**src/design/fqsu_pkg.sv**
```systemverilog
// Package for the FIFO queue with statistics unit.
// Holds field widths, command codes and the controller/datapath interface structs.
// No dependencies.
package fqsu_pkg;

  // Field widths
  localparam int unsigned VAL_W     = 32;
  localparam int unsigned SUM_W     = 36;
  localparam int unsigned OCC_W     = 5;
  localparam int unsigned CMD_W     = 2;
  localparam int unsigned DEPTH_DEF = 16;

  // Command codes; code 3 acts as status only
  typedef enum logic [CMD_W-1:0] {
    CMD_PUSH   = 2'd0,
    CMD_POP    = 2'd1,
    CMD_STATUS = 2'd2
  } cmd_e;

  // Controller -> datapath commands
  typedef struct packed {
    logic latch;   // capture the incoming word
    logic apply;   // apply push/pop, restart the scan
    logic scan;    // step the scan over the store
  } ctl_cmd_t;

  // Datapath -> controller status
  typedef struct packed {
    logic scan_last;  // every held entry has been read
  } dp_stat_t;

endpackage

```
**src/design/fqsu_ctrl.sv**
```systemverilog
// Controller state machine for the FIFO queue with statistics unit.
// Sequences latch, apply, scan and result strobe. Depends on fqsu_pkg.
module fqsu_ctrl (
  input  logic               clk_i,
  input  logic               rst_ni,
  input  logic               start,
  output logic               busy,
  output logic               done_o,
  output fqsu_pkg::ctl_cmd_t cmd_o,
  input  fqsu_pkg::dp_stat_t stat_i
);
  import fqsu_pkg::*;

  typedef enum logic [1:0] {
    ST_IDLE,
    ST_APPLY,
    ST_SCAN,
    ST_DONE
  } state_e;

  state_e state_q;
  logic   busy_q;
  logic   done_q;

  // State and registered outputs
  always_ff @(posedge clk_i or negedge rst_ni) begin
    if (!rst_ni) begin
      state_q <= ST_IDLE;
      busy_q  <= 1'b0;
      done_q  <= 1'b0;
    end else begin
      done_q <= 1'b0;
      unique case (state_q)
        ST_IDLE: begin
          if (start) begin
            state_q <= ST_APPLY;
            busy_q  <= 1'b1;
          end
        end
        ST_APPLY: begin
          state_q <= ST_SCAN;
        end
        ST_SCAN: begin
          if (stat_i.scan_last) begin
            state_q <= ST_DONE;
            done_q  <= 1'b1;
          end
        end
        ST_DONE: begin
          state_q <= ST_IDLE;
          busy_q  <= 1'b0;
        end
        default: begin
          state_q <= ST_IDLE;
          busy_q  <= 1'b0;
        end
      endcase
    end
  end

  // Command decode
  always_comb begin
    cmd_o.latch = start && (state_q == ST_IDLE);
    cmd_o.apply = (state_q == ST_APPLY);
    cmd_o.scan  = (state_q == ST_SCAN);
  end

  assign busy   = busy_q;
  assign done_o = done_q;

endmodule

```
**src/design/fqsu_dpath.sv**
```systemverilog
// Datapath for the FIFO queue with statistics unit: store, pointers,
// scan counter and statistic accumulators. Depends on fqsu_pkg.
module fqsu_dpath #(
  parameter int unsigned DEPTH = fqsu_pkg::DEPTH_DEF
) (
  input  logic                              clk_i,
  input  logic                              rst_ni,
  input  fqsu_pkg::ctl_cmd_t                cmd_i,
  output fqsu_pkg::dp_stat_t                stat_o,
  input  logic [fqsu_pkg::CMD_W-1:0]        command_i,
  input  logic signed [fqsu_pkg::VAL_W-1:0] push_value_i,
  output logic signed [fqsu_pkg::VAL_W-1:0] front_value_o,
  output logic                              not_empty_o,
  output logic [fqsu_pkg::OCC_W-1:0]        occupancy_o,
  output logic signed [fqsu_pkg::VAL_W-1:0] largest_o,
  output logic signed [fqsu_pkg::VAL_W-1:0] smallest_o,
  output logic signed [fqsu_pkg::SUM_W-1:0] total_sum_o,
  output logic signed [fqsu_pkg::SUM_W-1:0] odd_value_sum_o,
  output logic signed [fqsu_pkg::SUM_W-1:0] even_position_sum_o,
  output logic signed [fqsu_pkg::SUM_W-1:0] odd_position_sum_o,
  output logic                              op_error_o
);
  import fqsu_pkg::*;

  localparam int unsigned IDX_W = $clog2(DEPTH);
  localparam int unsigned CNT_W = $clog2(DEPTH + 1);
  localparam int unsigned TSW   = CNT_W + 1;

  // Storage
  logic [VAL_W-1:0] mem [DEPTH];

  // Control registers
  logic [IDX_W-1:0] head_q, head_d;
  logic [CNT_W-1:0] count_q, count_d;
  logic [CNT_W-1:0] idx_q;
  logic [IDX_W-1:0] rd_ptr_q;
  logic             rd_vld_q;
  logic             err_q, err_d;

  // Payload registers
  logic [CMD_W-1:0]        cmd_q;
  logic [VAL_W-1:0]        val_q;
  logic signed [VAL_W-1:0] rd_data_q;
  logic                    pos_odd_q;
  logic                    first_q;
  logic signed [VAL_W-1:0] front_q, big_q, small_q;
  logic signed [SUM_W-1:0] total_q, oddv_q, evenp_q, oddp_q;

  logic             mem_we;
  logic [TSW-1:0]   tail_sum;
  logic [IDX_W-1:0] wr_addr;
  logic [IDX_W-1:0] head_inc;
  logic [IDX_W-1:0] rd_ptr_inc;
  logic             rd_en;
  logic signed [SUM_W-1:0] rd_ext;

  // Tail address, wrapped once into the store range
  always_comb begin
    tail_sum = TSW'(head_q) + TSW'(count_q);
    if (tail_sum >= TSW'(DEPTH)) begin
      tail_sum = tail_sum - TSW'(DEPTH);
    end
    wr_addr = tail_sum[IDX_W-1:0];
  end

  assign head_inc   = (head_q == IDX_W'(DEPTH - 1)) ? '0 : head_q + 1'b1;
  assign rd_ptr_inc = (rd_ptr_q == IDX_W'(DEPTH - 1)) ? '0 : rd_ptr_q + 1'b1;

  // Command effect on head, count and error
  always_comb begin
    head_d  = head_q;
    count_d = count_q;
    err_d   = 1'b0;
    mem_we  = 1'b0;
    unique case (cmd_q)
      CMD_PUSH: begin
        if (count_q == CNT_W'(DEPTH)) begin
          err_d = 1'b1;
        end else begin
          mem_we  = cmd_i.apply;
          count_d = count_q + 1'b1;
        end
      end
      CMD_POP: begin
        if (count_q == '0) begin
          err_d = 1'b1;
        end else begin
          head_d  = head_inc;
          count_d = count_q - 1'b1;
        end
      end
      default: begin
      end
    endcase
  end

  assign rd_en         = cmd_i.scan && (idx_q != count_q);
  assign stat_o.scan_last = (idx_q == count_q);
  assign rd_ext        = SUM_W'(rd_data_q);

  // Command capture
  always_ff @(posedge clk_i) begin
    if (cmd_i.latch) begin
      cmd_q <= command_i;
      val_q <= push_value_i;
    end
  end

  // Queue pointers, error flag and scan control
  always_ff @(posedge clk_i or negedge rst_ni) begin
    if (!rst_ni) begin
      head_q   <= '0;
      count_q  <= '0;
      err_q    <= 1'b0;
      idx_q    <= '0;
      rd_ptr_q <= '0;
      rd_vld_q <= 1'b0;
    end else begin
      rd_vld_q <= rd_en;
      if (cmd_i.apply) begin
        head_q   <= head_d;
        count_q  <= count_d;
        err_q    <= err_d;
        idx_q    <= '0;
        rd_ptr_q <= head_d;
      end else if (rd_en) begin
        idx_q    <= idx_q + 1'b1;
        rd_ptr_q <= rd_ptr_inc;
      end
    end
  end

  // Store write and registered read
  always_ff @(posedge clk_i) begin
    if (mem_we) begin
      mem[wr_addr] <= val_q;
    end
    if (rd_en) begin
      rd_data_q <= mem[rd_ptr_q];
    end
  end

  // Position tags follow the read word
  always_ff @(posedge clk_i) begin
    if (rd_en) begin
      pos_odd_q <= idx_q[0];
      first_q   <= (idx_q == '0);
    end
  end

  // Statistic accumulators, cleared at each new command
  always_ff @(posedge clk_i) begin
    if (cmd_i.apply) begin
      front_q <= '0;
      big_q   <= '0;
      small_q <= '0;
      total_q <= '0;
      oddv_q  <= '0;
      evenp_q <= '0;
      oddp_q  <= '0;
    end else if (rd_vld_q) begin
      if (first_q) begin
        front_q <= rd_data_q;
        big_q   <= rd_data_q;
        small_q <= rd_data_q;
      end else begin
        if (rd_data_q > big_q) begin
          big_q <= rd_data_q;
        end
        if (rd_data_q < small_q) begin
          small_q <= rd_data_q;
        end
      end
      total_q <= total_q + rd_ext;
      if (rd_data_q[0]) begin
        oddv_q <= oddv_q + rd_ext;
      end
      if (pos_odd_q) begin
        oddp_q <= oddp_q + rd_ext;
      end else begin
        evenp_q <= evenp_q + rd_ext;
      end
    end
  end

  // Result fields
  assign front_value_o       = front_q;
  assign not_empty_o         = (count_q != '0);
  assign occupancy_o         = OCC_W'(count_q);
  assign largest_o           = big_q;
  assign smallest_o          = small_q;
  assign total_sum_o         = total_q;
  assign odd_value_sum_o     = oddv_q;
  assign even_position_sum_o = evenp_q;
  assign odd_position_sum_o  = oddp_q;
  assign op_error_o          = err_q;

endmodule

```
**src/design/fifo_queue_with_statistics_unit.sv**
```systemverilog
// Sequence: the accepting edge latches the command; ST_APPLY applies it, ST_SCAN
// reads the held entries, and the result strobe is high in ST_DONE. A new word is
// accepted only in ST_IDLE; the scan after each command reads the store one entry per cycle.
// The receiver cannot stall: done_o is high for exactly one cycle per word.
// Reset (rst_ni low, asynchronous) empties the queue; store contents are not cleared.
// Top level: joins fqsu_ctrl and fqsu_dpath. Depends on fqsu_pkg.
module fifo_queue_with_statistics_unit #(
  parameter int unsigned DEPTH = fqsu_pkg::DEPTH_DEF
) (
  input  logic                              clk_i,
  input  logic                              rst_ni,
  input  logic                              start,
  output logic                              busy,
  output logic                              done_o,
  input  logic [fqsu_pkg::CMD_W-1:0]        command_i,
  input  logic signed [fqsu_pkg::VAL_W-1:0] push_value_i,
  output logic signed [fqsu_pkg::VAL_W-1:0] front_value_o,
  output logic                              not_empty_o,
  output logic [fqsu_pkg::OCC_W-1:0]        occupancy_o,
  output logic signed [fqsu_pkg::VAL_W-1:0] largest_o,
  output logic signed [fqsu_pkg::VAL_W-1:0] smallest_o,
  output logic signed [fqsu_pkg::SUM_W-1:0] total_sum_o,
  output logic signed [fqsu_pkg::SUM_W-1:0] odd_value_sum_o,
  output logic signed [fqsu_pkg::SUM_W-1:0] even_position_sum_o,
  output logic signed [fqsu_pkg::SUM_W-1:0] odd_position_sum_o,
  output logic                              op_error_o
);
  import fqsu_pkg::*;

  ctl_cmd_t ctl_cmd;
  dp_stat_t dp_stat;

  // Sequencer
  fqsu_ctrl u_ctrl (
    .clk_i  (clk_i),
    .rst_ni (rst_ni),
    .start  (start),
    .busy   (busy),
    .done_o (done_o),
    .cmd_o  (ctl_cmd),
    .stat_i (dp_stat)
  );

  // Queue store and statistics
  fqsu_dpath #(
    .DEPTH (DEPTH)
  ) u_dpath (
    .clk_i               (clk_i),
    .rst_ni              (rst_ni),
    .cmd_i               (ctl_cmd),
    .stat_o              (dp_stat),
    .command_i           (command_i),
    .push_value_i        (push_value_i),
    .front_value_o       (front_value_o),
    .not_empty_o         (not_empty_o),
    .occupancy_o         (occupancy_o),
    .largest_o           (largest_o),
    .smallest_o          (smallest_o),
    .total_sum_o         (total_sum_o),
    .odd_value_sum_o     (odd_value_sum_o),
    .even_position_sum_o (even_position_sum_o),
    .odd_position_sum_o  (odd_position_sum_o),
    .op_error_o          (op_error_o)
  );

endmodule
```
**config.mk**
```make
export PLATFORM = sky130hd
export DESIGN_NAME = fifo_queue_with_statistics_unit
export DESIGN_NICKNAME = d
export VERILOG_FILES = /design/src/design/fqsu_pkg.sv /design/src/design/fqsu_ctrl.sv /design/src/design/fqsu_dpath.sv /design/src/design/fifo_queue_with_statistics_unit.sv
export SDC_FILE = /design/constraint.sdc
export NUM_CORES = 1
export LEC_CHECK = 0
export BUFFER_PORTS_ARGS = -buffer_cell sky130_fd_sc_hd__buf_4
export CAP_MARGIN = 5
export CORE_MARGIN = 8
export CORE_UTILIZATION = 30
export CTS_CLUSTER_DIAMETER = 40
export DETAILED_ROUTE_END_ITERATION = 8
export GPL_TIMING_DRIVEN = 0
export SYNTH_ARGS = -nofsm -noshare
export SYNTH_HDL_FRONTEND = slang
export SYNTH_SLANG_ARGS = --single-unit
```
**constraint.sdc**
```tcl
create_clock -name clk_i -period 3.2 [get_ports clk_i]
set_clock_uncertainty 0.05 [all_clocks]
set_input_delay 0.16 -clock clk_i [delete_from_list [all_inputs] [get_ports clk_i]]
set_output_delay 0.16 -clock clk_i [all_outputs]
set_load 0.01 [all_outputs]
```
Yosys cells after proc, flatten, opt, wreduce, memory -nomap -nowiden
Memories as Yosys holds them, arrays and structs flattened. A register that Yosys moved wholly into a read port is not among the register bits.
Index checks and enable logic that the tools add are counted.
{"block": "totals", "mem_count": 1, "out_inout_bits": 249, "elab_cells": 100, "in_bits": 37, "ram_bits": 512, "romBits": 0, "regBits": 300, "latch_bits": 0}
{"block": "classes", "reduce_logical": 21, "shift": 0, "muxes": 30, "bitwise": 1, "div": 0, "multipliers": 0, "addsub": 11, "eq_ne": 13, "n_lt_le_gt_ge": 3}
{"memory": "u_dpath.mem", "depth": 16, "word_bits": 32, "read_ports": 1, "rd_ports_with_merged_regs": 1, "wr": 1, "line_no": "fqsu_dpath.sv:30", "source": "logic [VAL_W-1:0] mem [DEPTH];"}
{"cell": "36-bit by 32-bit adder with 36-bit output", "n": 4}
{"cell": "32-bit 2-to-1 mux", "n": 4}
{"cell": "32-bit > comparator", "n": 1}
{"cell": "32-bit < comparator", "n": 1}
{"cell": "4-bit 2-to-1 mux", "n": 7}
{"cell": "5-bit 2-to-1 mux", "n": 4}
{"cell": "2-bit AND reduction", "n": 8}
{"cell": "5-bit by 1-bit adder with 5-bit output, second input constant", "n": 2}
{"cell": "5-bit zero test", "n": 2}
{"cell": "5-bit case mux with 2 select lines", "n": 1}
{"cell": "2-bit nonzero test", "n": 5}
{"cell": "1-bit 2-to-1 mux", "n": 9}
{"cell": "4-bit by 1-bit adder with 4-bit output, second input constant", "n": 2}
{"cell": "4-bit == test, second input constant", "n": 2}
{"cell": "2-bit != test, second input constant", "n": 4}
{"cell": "2-bit case mux with 4 select lines", "n": 1}
{"cell": "4-bit by 5-bit adder with 6-bit output", "n": 1}
{"cell": "6-bit by 5-bit >= comparator with 1-bit output, second input constant", "n": 1}
{"cell": "5-bit == test", "n": 1}
{"cell": "5-bit == test, second input constant", "n": 1}
{"cell": "5-bit != test", "n": 1}
{"cell": "5-bit nonzero test", "n": 1}
{"cell": "5-bit by 1-bit subtractor with 5-bit output, second input constant", "n": 1}
{"cell": "2-bit by 1-bit == test with 1-bit output, second input constant", "n": 2}
{"cell": "other kinds (8)", "n": 13}

Logic depth before layout (Yosys ltp)
{"block": "logic_depth", "word_depth": 5, "depth_mapped": 14, "mapped_depth_nobuf": 12}

By module
A second synthesis with hierarchy kept.
{"block": "unflattened", "hier_cells": 3502, "area_unflattened_um2": 41053.1}
{"mod": "fqsu_dpath", "seq_area_each_um2": 22721.8, "cells_per_inst": 3481, "area_each_um2": 40799.1, "instances": 1}
{"mod": "fqsu_ctrl", "seq_area_each_um2": 100.1, "cells_per_inst": 21, "area_each_um2": 254.0, "instances": 1}

Least setup slack after synthesis
OpenSTA, ideal clock, no wires.
{"block": "synth_path", "path_type": "reg-to-reg", "from": "register u_dpath.count_q[1], in the netlist u_dpath.occupancy_o[1]", "to": "memory u_dpath.mem[14][0], enable pin", "required_ns": 2.729, "path_stages_with_launch": 7, "setup_slack_ns": -0.140, "arrival_ns": 2.869, "setup_time_ns": 0.421, "path_cell_list": "dfrtp_1 > ha_1 > a21o_1 > a21oi_1 > xor2_1 > nand2_1 > nor2_1"}
{"block": "synth_via", "elab_chain_cells": 5, "elab_cells_between_ends": 9}
{"item": "from (decl)", "line_no": "fqsu_dpath.sv:34", "source": "logic [CNT_W-1:0] count_q, count_d;"}
{"item": "from (signal assigned)", "line_no": "fqsu_dpath.sv:122", "source": "count_q <= count_d;"}
{"item": "branches (longest 5 deep; another with 4-bit by 5-bit adder with 6-bit output)"}
{"item": "to (decl)", "line_no": "fqsu_dpath.sv:30"}
Several ways; the timed one is not identified.

Worst setup path in the final report
{"block": "layout_path", "from": "register u_dpath.rd_data_q[1], read port of u_dpath.mem", "to": "register u_dpath.oddv_q[33], in the netlist u_dpath.odd_value_sum_o[33]"}
{"block": "layout_via", "elab_chain_cells": 1}
{"item": "from (decl)", "line_no": "fqsu_dpath.sv:43", "source": "logic signed [VAL_W-1:0] rd_data_q;"}
{"item": "36-bit by 32-bit adder with 36-bit output", "line_no": "fqsu_dpath.sv:176", "source": "oddv_q <= oddv_q + rd_ext;"}
{"item": "to (signal assigned)", "line_no": "fqsu_dpath.sv:176"}
{"item": "to (decl)", "line_no": "fqsu_dpath.sv:47", "source": "logic signed [SUM_W-1:0] total_q, oddv_q, evenp_q, oddp_q;"}
Every way passes these cells.
A chain may end at the register's enable or synchronous reset.

==> impl_results.md <==
* Outcome: finished, violations left
* Failing checks: setup timing
* Final period util at 100%
* Die Footprint at 146000 sq um
* Post-synth top cells: edfxtp_1, nand2_1, a21oi_1
* Global-route wire length before repair at around 190 mm
* RSZ-0062 raised after global routing: true
* Fin nets at just over 4000
* Core area at about 130000 sq um
* Register area share after synthesis at about 57%
* Most used cell, CP: nor2_4
* Fin. Hold Viols at 0
* Ports at between 200 and 300
* Fmax at 0.312 GHz
* Primary FF master, synth: edfxtp_1
* Drt pass-1 iters at 5
* Distinct cell type count of the synthesized netlist at 106
* CTS tree: yes
* Gr usage total at ~18%
* Placer Congestion at around 0.88
* Initial core utilization at a little under a third
* DR WL/cell at 24.3 um
* Final worst slack at -0.821 ps
* Top cells by area, synth: edfxtp_1, dfxtp_1, mux4_2
* YS warnings at 0
* Slowest-stage cell, CP: edfxtp_1
* # rows at 134
* Setup WS pre-CTS at -1030 ps
* Crit path max fanout at 4
* Reg clk slew, reported paths at approximately 60 ps
* Die H at around 380 um
* Vias per cell at a little over 5
* #FFs+latches synth at 844
* Final period demand of the worst path at approximately 3200 ps
* Required time worst endpoint at 3760 ps
* Avg Cell Area, Syn at between 10 and 15 sq um
* CP max stage delay at about 480 ps
* Max cap viols at 0
* Root Buffer: clkbuf_16
* Post-synth EDFFs at between 500 and 600
* Pins Over Slew Limit at 0
* 1st-iter DRT viols at 2407
* DRC at 0
* Crit path DAT at between 3000 and 4000 ps
* Vias in the first global route at about 28000
* Clock insertion delay at the later pin of the skew report at between 700 and 800 ps
* Asr flop ratio synth at 2.84%
* Measured slew at the worst slew-check pin at ~1200 ps
* P&R area growth vs syn at 30.6%
* Synth Instances at ~3200
* # setup viols final at 1
* CTS buffer count at 133
* Peak VDD IR at ~0.00059 V
* Post-Route WL at roughly 140 mm
* Yosys top cell area share at between 40% and 50%
* DRT antenna net count at 0
* Worst hold-check path type: in -> reg
* HPWL after DPL at between 90 and 100 mm
* Clk sinks at about 840
* Global route overflow at 0
* Crit path cell chain: buf_12, buf_6, ha_4, a211oi_4, nor2_4, o211ai_4, a21oi_4, nor2_4, o41ai_4, a311oi_2, nor4_2, mux2i_1, nand2_1
* Power density over the cells at between 1000 and 1500 nW/um^2
* Layout cells sized above 1 at between 20% and 30%
* Syn nets at between 3000 and 4000
* Cell area after synthesis at 40300 sq um
* Number of buffers added on ports at about 290
* Lkg Pwr at about 20 nW
* Largest net degree at the start of global routing at 25
* CP endpoint kind: flip-flop
* Cell taking the most area after synthesis: edfxtp_1
* Initial antenna violation count at 11
* Top-count cell post-synth: edfxtp_1
* Clk buf depth at 3
* Vias at 28900
* Slew margin rel. at around 19%
* Final Hold Slack at around 110 ps
* Setup TNS at -0.821 ps
* Max H-tree Level at 4
* Die X at 383 um
* Crit Path Category: reg -> reg
* Crit path launch type: flip-flop
[critical path, delay by kind of cell, from the launching register on]
kind	cells	cell delay (ps)
flip-flops	1	480
multiplexers	1	230
adder cells (fa/ha/maj)	1	270
buffers and inverters	2	310
AND/OR/NAND/NOR	4	700
AO/OA/AOI/OAI	5	1040
[sequential cells by signal (all words and copies together) (netlist names), 4 cells and up]
signal / flops
u_dpath.val_q: 32
u_dpath.occupancy_o: 5
u_dpath.idx_q: 5
u_dpath.total_sum_o: 36
u_dpath.rd_ptr_q: 4
u_dpath.front_value_o: 32
u_dpath.rd_data_q: 32
u_dpath.smallest_o: 32
u_dpath.mem: 512
u_dpath.odd_value_sum_o: 36
u_dpath.odd_position_sum_o: 36
u_dpath.largest_o: 32
u_dpath.head_q: 4
u_dpath.even_position_sum_o: 36
[final cells by class]
class	count	area, sq um
multi-input cells	2068	17200
diodes	4	10.0
flip-flops and latches	844	22800
clock buffers	152	3510
fillers	12600	80800
clock inverters	94	1250
inverters	112	420
repair buffers	488	4530
well taps	1768	2210
plain buffers	128	639
[timing repair]
item	4_1_cts	5_1_grt
resized for setup	52	99
hold buffers	38	0
hold endpoints to repair	61	0
setup buffers	117	31
setup endpoints to repair	323	231
pin swaps	23	67
[kinds of logic after synthesis]
kind of cell / count (synthesis) / share of synthesized area, %
AND/OR/NAND/NOR: 751 / 8.27
adder cells (fa/ha/maj): 223 / 7.03
buffers and inverters: 246 / 2.48
multiplexers: 253 / 11.3
flip-flops: 844 / 56.6
AO/OA/AOI/OAI: 700 / 11.3
XOR/XNOR: 141 / 3.06
[power breakdown]
part           internal [mW]  switching, mW  leakage, nW  total, mW
sequential              13.9           1.87         7.51       15.8
combinational           12.1           16.6         10.5       28.8
clock                   9.55           5.61         2.29       15.2
[metrics by stage]
stage               std cells  area, sq um  util [%]  power [mW]
floorplan                3158        40300         -        32.2
global placement         5211        44700      33.5        41.1
detailed placement       5229        45200      33.9        41.6
CTS                      5630        51800      38.8        58.9
global route             5656        52600      39.4        63.0
finish                   5658        52600      39.4        59.7
[layout by cell type, fill, tap and decap left out, types with 12 or more instances in the layout]
cell	Yosys	final
buf_6	2	12
dfxtp_1	240	240
clkinvlp_4	0	12
buf_4	6	391
clkbuf_1	93	95
ha_4	0	12
inv_1	107	106
nor2b_1	21	21
nand2b_1	15	15
mux4_2	160	160
a21o_1	115	113
nor2_1	229	211
ha_1	217	198
a211oi_1	35	27
clkbuf_16	0	137
mux2i_1	91	90
xnor2_1	86	86
dlygate4sd3_1	0	37
buf_12	0	54
a31oi_1	18	16
a21oi_1	266	254
clkinv_4	0	14
nand3_1	33	31
bufinv_16	0	18
nor2_4	1	18
nand4_1	36	36
a21oi_2	6	14
and3_1	15	15
xor2_1	55	55
o21a_1	23	23
o21ai_0	68	64
o21ai_1	31	27
o21bai_1	26	25
nand2_1	324	323
edfxtp_1	580	580
inv_6	0	12
nor3_1	22	21
dfrtp_1	24	24
[final timing paths]
check,cells after the start,from,to,slack [ps]
max,13,u_dpath.rd_data_q[1],u_dpath.odd_value_sum_o[33],-0.8
min,2,push_value_i[7],u_dpath.val_q[7],110
max reg2reg,13,u_dpath.rd_data_q[1],u_dpath.odd_value_sum_o[33],-0.8
min reg2reg,2,u_dpath.front_value_o[4],u_dpath.front_value_o[4],410
max in group asynchronous,4,rst_ni,u_dpath.idx_q[4],2410
min in group asynchronous,4,rst_ni,u_dpath.rd_ptr_q[0],530
[layer usage]
layer / routed length [um] / vias to the layer above / global-route usage, %
met5: 36 / - / 0
met4: 5310 / 6 / 6.67
met3: 13000 / 229 / 5.72
met2: 61800 / 1100 / 28.0
met1: 57200 / 14400 / 23.3
li1: - / 13200 / -
(Power assumes the default switching activity.)
